## config.mk

```make
export PLATFORM = sky130hd
export DESIGN_NAME = gamepad_frame_decoder_flat
export DESIGN_NICKNAME = d
export VERILOG_FILES = /design/src/gfd_pkg.sv /design/src/gfd_if.sv /design/src/gamepad_frame_decoder.sv /design/src/flat_wrapper.sv
export SDC_FILE = /design/constraint.sdc
export NUM_CORES = 1
export LEC_CHECK = 0
export ABC_AREA = 1
export BUFFER_PORTS_ARGS = -buffer_cell sky130_fd_sc_hd__buf_2
export CORE_MARGIN = 1
export CORE_UTILIZATION = 30
export DETAILED_ROUTE_END_ITERATION = 7
export GPL_TIMING_DRIVEN = 0
export PLACE_DENSITY = 0.53
export SLEW_MARGIN = 5
export SYNTH_ARGS = -nofsm -noshare
export SYNTH_HDL_FRONTEND = slang
export SYNTH_SLANG_ARGS = --single-unit
```

## constraint.sdc

```tcl
create_clock -name clk -period 2.57 [get_ports clk]
set_input_delay 0.514 -clock clk [delete_from_list [all_inputs] [get_ports clk]]
set_output_delay 0.514 -clock clk [all_outputs]
set_load 0.02 [all_outputs]
```

## src/gfd_pkg.sv

```systemverilog
// shared types and constants for the gamepad frame decoder
`default_nettype none

package gfd_pkg;

  localparam int FRAME_BYTES = 9;
  localparam int POS_W       = 5;
  localparam int SPEED_W     = 11;
  localparam int DB_W        = 10;

  localparam logic [7:0] CMD_START = 8'h01;
  localparam logic [7:0] CMD_POLL  = 8'h42;
  localparam logic [7:0] CMD_IDLE  = 8'hFF;

  localparam logic [7:0] ID_ANALOG  = 8'h73;
  localparam logic [7:0] ID_DIGITAL = 8'h41;
  localparam logic [7:0] ID_ACK     = 8'h5A;

  localparam logic signed [SPEED_W:0] SPEED_OFFSET = 12'sd1023;

  localparam logic [POS_W-1:0] POS_LAST = POS_W'(FRAME_BYTES - 1);
  localparam logic [POS_W-1:0] POS_ID   = POS_W'(1);
  localparam logic [POS_W-1:0] POS_ACK  = POS_W'(2);
  localparam logic [POS_W-1:0] POS_R    = POS_W'(5);
  localparam logic [POS_W-1:0] POS_Y    = POS_W'(7);
  localparam logic [POS_W-1:0] POS_X    = POS_W'(8);

  localparam logic [DB_W-1:0] DEADBAND_RESET = DB_W'(100);

  typedef enum logic [1:0] {
    MODE_ANALOG  = 2'd0,
    MODE_DIGITAL = 2'd1,
    MODE_UNKNOWN = 2'd2
  } pad_mode_t;

  typedef logic signed [SPEED_W-1:0] speed_t;

endpackage

`default_nettype wire

```

## src/gfd_if.sv

```systemverilog
// channel interfaces for received bytes, decoded results and configuration
`default_nettype none

interface gfd_in_if;
  logic       valid;
  logic       ready;
  logic [7:0] rx_byte;

  modport source (output valid, output rx_byte, input ready);
  modport sink   (input valid, input rx_byte, output ready);
endinterface

interface gfd_out_if;
  logic              valid;
  logic              ready;
  logic [7:0]        next_tx_byte;
  logic              frame_done;
  logic [1:0]        pad_mode;
  logic              speed_fresh;
  logic signed [10:0] speed_x;
  logic signed [10:0] speed_y;
  logic signed [10:0] speed_r;

  modport source (output valid, output next_tx_byte, output frame_done, output pad_mode,
                  output speed_fresh, output speed_x, output speed_y, output speed_r,
                  input ready);
  modport sink   (input valid, input next_tx_byte, input frame_done, input pad_mode,
                  input speed_fresh, input speed_x, input speed_y, input speed_r,
                  output ready);
endinterface

interface gfd_cfg_if;
  logic       valid;
  logic       ready;
  logic [9:0] deadband;

  modport source (output valid, output deadband, input ready);
  modport sink   (input valid, input deadband, output ready);
endinterface

`default_nettype wire

```

## src/gamepad_frame_decoder.sv

```systemverilog
// gamepad poll frame decoder top level
// One received byte is taken per transaction and yields one result in the following cycle in an output
// register; a new byte is accepted every cycle while the result side keeps up, since ready
// only drops when the output register is full and stalled. Each result carries the command
// byte for the next frame position. At the last byte of a frame the pad mode is reported and,
// for analog frames, the held x, y and r speeds are refreshed with the deadband applied.
// The deadband register may only be written while no transaction is outstanding.
`default_nettype none

module gamepad_frame_decoder (
  input  wire logic   clk,
  input  wire logic   rst_n,
  gfd_in_if.sink      in_ch,
  gfd_out_if.source   out_ch,
  gfd_cfg_if.sink     cfg_ch
);
  import gfd_pkg::*;

  logic [POS_W-1:0] pos_r, pos_nxt;
  logic [7:0]       cap_id_r, cap_ack_r, cap_r_r, cap_y_r, cap_x_r;
  logic [7:0]       id_b, ack_b, r_b, y_b, x_b;
  speed_t           held_x_r, held_y_r, held_r_r;
  speed_t           held_x_nxt, held_y_nxt, held_r_nxt;
  logic [DB_W-1:0]  deadband_r;

  logic             out_valid_r;
  logic [7:0]       tx_r, tx_nxt;
  logic             done_r, done_nxt;
  pad_mode_t        mode_r, mode_nxt;
  logic             fresh_r, fresh_nxt;

  logic             in_fire;
  logic             last_pos;

  function automatic speed_t calc_speed(input logic [7:0] b, input logic neg,
                                        input logic [DB_W-1:0] th);
    logic signed [SPEED_W:0] v;
    logic signed [SPEED_W:0] th_s;
    begin
      v    = $signed({1'b0, b, 3'b000}) - SPEED_OFFSET;
      th_s = $signed({2'b00, th});
      if (neg) begin
        v = -v;
      end
      if (v <= th_s && v >= -th_s) begin
        v = '0;
      end
      calc_speed = v[SPEED_W-1:0];
    end
  endfunction

  assign in_ch.ready  = !out_valid_r || out_ch.ready;
  assign cfg_ch.ready = 1'b1;
  assign in_fire      = in_ch.valid && in_ch.ready;
  assign last_pos     = (pos_r >= POS_LAST);

  // bytes captured in this transaction are used at once
  assign id_b  = (pos_r == POS_ID)  ? in_ch.rx_byte : cap_id_r;
  assign ack_b = (pos_r == POS_ACK) ? in_ch.rx_byte : cap_ack_r;
  assign r_b   = (pos_r == POS_R)   ? in_ch.rx_byte : cap_r_r;
  assign y_b   = (pos_r == POS_Y)   ? in_ch.rx_byte : cap_y_r;
  assign x_b   = (pos_r == POS_X)   ? in_ch.rx_byte : cap_x_r;

  always_comb begin
    pos_nxt    = last_pos ? '0 : pos_r + POS_W'(1);
    done_nxt   = last_pos;
    mode_nxt   = MODE_ANALOG;
    fresh_nxt  = 1'b0;
    held_x_nxt = held_x_r;
    held_y_nxt = held_y_r;
    held_r_nxt = held_r_r;
    if (last_pos) begin
      priority if (id_b == ID_ANALOG && ack_b == ID_ACK) begin
        fresh_nxt  = 1'b1;
        held_y_nxt = calc_speed(y_b, 1'b0, deadband_r);
        held_x_nxt = calc_speed(x_b, 1'b1, deadband_r);
        held_r_nxt = calc_speed(r_b, 1'b0, deadband_r);
      end else if (id_b == ID_DIGITAL && ack_b == ID_ACK) begin
        mode_nxt = MODE_DIGITAL;
      end else begin
        mode_nxt = MODE_UNKNOWN;
      end
    end
    priority if (pos_nxt == '0) begin
      tx_nxt = CMD_START;
    end else if (pos_nxt == POS_W'(1)) begin
      tx_nxt = CMD_POLL;
    end else begin
      tx_nxt = CMD_IDLE;
    end
  end

  always_ff @(posedge clk) begin
    if (!rst_n) begin
      pos_r       <= '0;
      held_x_r    <= '0;
      held_y_r    <= '0;
      held_r_r    <= '0;
      deadband_r  <= DEADBAND_RESET;
      out_valid_r <= 1'b0;
    end else begin
      if (cfg_ch.valid) begin
        deadband_r <= cfg_ch.deadband;
      end
      if (in_fire) begin
        pos_r       <= pos_nxt;
        held_x_r    <= held_x_nxt;
        held_y_r    <= held_y_nxt;
        held_r_r    <= held_r_nxt;
        out_valid_r <= 1'b1;
      end else if (out_ch.ready) begin
        out_valid_r <= 1'b0;
      end
    end
  end

  always_ff @(posedge clk) begin
    if (in_fire) begin
      cap_id_r  <= id_b;
      cap_ack_r <= ack_b;
      cap_r_r   <= r_b;
      cap_y_r   <= y_b;
      cap_x_r   <= x_b;
      tx_r      <= tx_nxt;
      done_r    <= done_nxt;
      mode_r    <= mode_nxt;
      fresh_r   <= fresh_nxt;
    end
  end

  assign out_ch.valid        = out_valid_r;
  assign out_ch.next_tx_byte = tx_r;
  assign out_ch.frame_done   = done_r;
  assign out_ch.pad_mode     = mode_r;
  assign out_ch.speed_fresh  = fresh_r;
  assign out_ch.speed_x      = held_x_r;
  assign out_ch.speed_y      = held_y_r;
  assign out_ch.speed_r      = held_r_r;

  a_pos_range: assert property (@(posedge clk) disable iff (!rst_n)
    pos_r <= POS_LAST)
    else $error("frame position out of range");

  a_result_follows: assert property (@(posedge clk) disable iff (!rst_n)
    in_fire |=> out_valid_r)
    else $error("accepted byte gave no result");

  a_fresh_analog: assert property (@(posedge clk) disable iff (!rst_n)
    out_valid_r && fresh_r |-> done_r && mode_r == MODE_ANALOG)
    else $error("speed update outside an analog frame end");

  a_done_restart: assert property (@(posedge clk) disable iff (!rst_n)
    out_valid_r && done_r |-> tx_r == CMD_START && pos_r == '0)
    else $error("frame end did not restart the frame");

  a_hold_speeds: assert property (@(posedge clk) disable iff (!rst_n)
    in_fire && !fresh_nxt |=> $stable(held_x_r) && $stable(held_y_r) && $stable(held_r_r))
    else $error("held speeds changed without an analog frame");

endmodule

`default_nettype wire
```

## src/flat_wrapper.sv

```systemverilog
// flat-port wrapper written by rule: the top's interface ports become plain ports
module gamepad_frame_decoder_flat import gfd_pkg::*;
  (clk, rst_n, in_ch_valid, in_ch_rx_byte, in_ch_ready, out_ch_valid, out_ch_next_tx_byte, out_ch_frame_done, out_ch_pad_mode, out_ch_speed_fresh, out_ch_speed_x, out_ch_speed_y, out_ch_speed_r, out_ch_ready, cfg_ch_valid, cfg_ch_deadband, cfg_ch_ready);
  gfd_in_if in_ch_i ();
  gfd_out_if out_ch_i ();
  gfd_cfg_if cfg_ch_i ();
  input  wire logic clk;
  input  wire logic rst_n;
  input wire logic [$bits(in_ch_i.valid)-1:0] in_ch_valid;
  input wire logic [$bits(in_ch_i.rx_byte)-1:0] in_ch_rx_byte;
  output wire logic [$bits(in_ch_i.ready)-1:0] in_ch_ready;
  output wire logic [$bits(out_ch_i.valid)-1:0] out_ch_valid;
  output wire logic [$bits(out_ch_i.next_tx_byte)-1:0] out_ch_next_tx_byte;
  output wire logic [$bits(out_ch_i.frame_done)-1:0] out_ch_frame_done;
  output wire logic [$bits(out_ch_i.pad_mode)-1:0] out_ch_pad_mode;
  output wire logic [$bits(out_ch_i.speed_fresh)-1:0] out_ch_speed_fresh;
  output wire logic [$bits(out_ch_i.speed_x)-1:0] out_ch_speed_x;
  output wire logic [$bits(out_ch_i.speed_y)-1:0] out_ch_speed_y;
  output wire logic [$bits(out_ch_i.speed_r)-1:0] out_ch_speed_r;
  input wire logic [$bits(out_ch_i.ready)-1:0] out_ch_ready;
  input wire logic [$bits(cfg_ch_i.valid)-1:0] cfg_ch_valid;
  input wire logic [$bits(cfg_ch_i.deadband)-1:0] cfg_ch_deadband;
  output wire logic [$bits(cfg_ch_i.ready)-1:0] cfg_ch_ready;
  assign in_ch_i.valid = in_ch_valid;
  assign in_ch_i.rx_byte = in_ch_rx_byte;
  assign in_ch_ready = in_ch_i.ready;
  assign out_ch_valid = out_ch_i.valid;
  assign out_ch_next_tx_byte = out_ch_i.next_tx_byte;
  assign out_ch_frame_done = out_ch_i.frame_done;
  assign out_ch_pad_mode = out_ch_i.pad_mode;
  assign out_ch_speed_fresh = out_ch_i.speed_fresh;
  assign out_ch_speed_x = out_ch_i.speed_x;
  assign out_ch_speed_y = out_ch_i.speed_y;
  assign out_ch_speed_r = out_ch_i.speed_r;
  assign out_ch_i.ready = out_ch_ready;
  assign cfg_ch_i.valid = cfg_ch_valid;
  assign cfg_ch_i.deadband = cfg_ch_deadband;
  assign cfg_ch_ready = cfg_ch_i.ready;
  gamepad_frame_decoder u_core (.clk(clk), .rst_n(rst_n), .in_ch(in_ch_i), .out_ch(out_ch_i), .cfg_ch(cfg_ch_i));
endmodule
```

==> results.toml <==
[yosys]
synth_top_area_cell = "edfxtp_1"
async_reset_ff_share_pct = 0
synth_top_cell_area_share_pct = 26.5
mappedNetlistArea_mm2 = 0.00532
synth_cell_types = 44
synth_top_flop_cell = "edfxtp_1"
synth_area_leaders = "edfxtp_1, dfxtp_1, nand2_1, ha_1, inv_1"
synth.most_common_cell = "nand2_1"
synth_enable_flop_cells = 47
ys_seq_area_share_pct = 42.7
syn_inst = 661
avgSynthCellArea_um2 = 8.05
ys_warn_count = 0
synthTopCellsByCount = "nand2_1, inv_1, nand3_1"
synth-seq-cells = 90

[critical_path]
crit_path_start_kind = "flip-flop"
r2r.worst_path.cells = 18
crit_fanout = 7
r2r-end = "u_core.out_ch.speed_y[6]$_SDFFE_PN0P_"
crit_type = "reg -> reg"
critPathArrivalTime_ps = 2870
cp.required_ps = 2780
crit_path_end_kind = "flip-flop"
rrSetupSlack_ps = -90
endpoint = "u_core.out_ch.speed_y[6]$_SDFFE_PN0P_"
timing.rr.start = "u_core.pos_r[1]$_SDFFE_PN0P_"
crit_start = "u_core.pos_r[1]$_SDFFE_PN0P_"

[sta]
rsz0062_at_grt = "yes"
min_period_ps = 2660
tns_ps = -857
setup_slack_ps = -90.7
max_freq_mhz = 376
clock_skew_ps = 6.23
final_max_slew_viol_count = 0
max-slew-margin-rel_pct = 51.0
post-route-period-util_pct = 104
hold_viol = 0
setup_viol = 26
tightest_slew_ps = 727

[clock_tree]
cts-root-buf = "clkbuf_16"
cts_made_buffers = 9
cts_buffer_depth = 2
clk_latency_ps = 350
ctsHoldBuffers = 0
clock-sinks = 90
clk_pin_slew_ps = 70
htree_levels = 3
cts_tree = "done"

[routing]
num_vias = 4708
routed_wl_mm = 14.8
firstDrtPassIters = 4
drt_iter0_markers = 314
avgRoutedWirePerCell_um = 14.7
viasPerCell = 4.69
drc = 0
ant_nets = 0

[floorplan]
start_util_pct = 30.8
die_y_um = 135
dieArea_mm2 = 0.0183
die_w_um = 135
pin_count = 71
core_mm2 = 0.0173
rows = 48

[finish]
final_nets = 842
diodes = 0
syn_to_final_growth_pct = 30.3
design_area_mm2 = 0.00694
layout-drive-gt1-share_pct = 28.0
utilization_pct = 40.1

[global_route]
grt_start_max_net_pins = 26
grt_pass1_wl_mm = 23.6
grt_use_total_pct = 17.1
antenna_found_initial = 0
overflow = 0
grt_pass1_vias = 4452

[flow_run]
max_cap_violations = 0

[placed_design]
place.gp.congestion = 0.819
io_buffers = 65
dp_hpwl_mm = 10.6
place_area_mm2 = 0.00595
pre_cts_ws_ps = -919

[pwr]
peakVddDrop_mv = 0.309
leakagePower_nw = 3.17
totalPowerFinal_mw = 3.66
p_per_area_mw_per_mm2 = 527

[status]
violations = "negative setup slack"
outcome = "finished with violations"

[hold_path]
hold_class = "in -> reg"
state kept, by name, summed over array words and instances, names as in the netlist:
register / count
u_core.cap_ack_r: 8
u_core.out_ch.speed_x: 9
u_core.out_ch.speed_r: 9
u_core.out_ch.next_tx_byte: 3
u_core.cap_x_r: 8
u_core.cap_y_r: 8
u_core.deadband_r: 10
u_core.cap_r_r: 8
u_core.out_ch.valid: 1
u_core.out_ch.pad_mode: 2
u_core.cap_id_r: 8
u_core.out_ch.speed_fresh: 1
u_core.out_ch.speed_y: 9
u_core.out_ch.frame_done: 1
u_core.pos_r: 5
how the worst min path moves through the flow:
stage	cells after the start	from	to	slack [ps]
after floorplan	2	u_core.pos_r[2]$_SDFFE_PN0P_	u_core.pos_r[2]$_SDFFE_PN0P_	500
final	3	cfg_ch_deadband[2]	u_core.deadband_r[2]$_SDFFE_PN1P_	380
after global placement	2	u_core.out_ch.speed_r[7]$_SDFFE_PN0P_	u_core.out_ch.speed_r[7]$_SDFFE_PN0P_	450
after global routing	3	cfg_ch_deadband[6]	u_core.deadband_r[6]$_SDFFE_PN1P_	390
after detailed placement	2	u_core.out_ch.speed_y[0]$_SDFFE_PN0P_	u_core.out_ch.speed_y[0]$_SDFFE_PN0P_	460
after CTS	3	cfg_ch_deadband[2]	u_core.deadband_r[2]$_SDFFE_PN1P_	370
worst max-delay path: stages, from the launching register on:
cell and delay (ps):
dfxtp_4 380, ha_4 140, nand2_1 60, inv_2 100
nand2_4 90, buf_8 150, o21ai_4 230, ha_4 240
nand2_2 60, o21bai_1 90, a21oi_1 160, o211ai_1 120
nand3_1 100, nand2_1 60, a22oi_2 140, buf_4 150
nand2_4 80, nand3_1 90, a21oi_1 60
area by class of cell:
class	instances	area (um^2)
Fill cell	1787	10400
Multi-Input combinational cell	451	2920
Sequential cell	90	2280
Timing Repair Buffer	94	549
Inverter	100	389
Tap cell	225	282
Clock buffer	11	253
Buffer	26	219
Clock inverter	5	37.5
Timing Repair inverter	2	12.5
placed cells by master (no fill, tap or decap), drive strengths merged, types with 9 or more instances in the layout:
cell	Yosys	layout
nand2	162	165
buf	18	112
inv	98	98
o21ai	60	60
nand3	57	57
a21oi	50	50
edfxtp	47	47
ha	45	45
dfxtp	43	43
nor2	24	24
clkbuf	8	19
nand4	12	12
nor3	9	9
logic make-up (layout without fill, tap and decap cells):
logic type	after synthesis	count (layout)	synth area share, %
XOR/XNOR	4	4	0.658
AND/OR/NAND/NOR	270	273	23.1
flip-flops	90	90	42.7
adder cells (fa/ha/maj)	45	45	10.6
buffers and inverters	126	238	10.4
AO/OA/AOI/OAI	124	124	12.4
other	2	5	0.141
layer usage:
layer  part of all wire (%)  global-route usage (%)  vias up
li1                       -                       -     2430
met3                    3.9                    3.48       15
met5                      0                       0        -
met4                    1.6                    4.00        0
met1                     48                    22.2     2154
met2                     47                    29.0      109
timing repair:
action	in CTS	in global routing
pin swaps	12	20
gates resized for setup	85	41
gates cloned	7	0
setup endpoints to repair	27	49
buffers inserted	17	10
where the power goes:
part / switching, mW / internal [mW] / total, mW
Clock: 0.569 / 0.712 / 1.28
Combinational: 0.477 / 0.259 / 0.736
Sequential: 0.0361 / 1.61 / 1.64
Total: 1.08 / 2.58 / 3.66
metrics by stage:
step	std cells	hold WS, ps
global placement	954	455
CTS	994	368
detailed placement	954	457
finish	1004	377
global route	1004	386
floorplan	664	497
No activity file was read; power rests on OpenSTA's default activity.
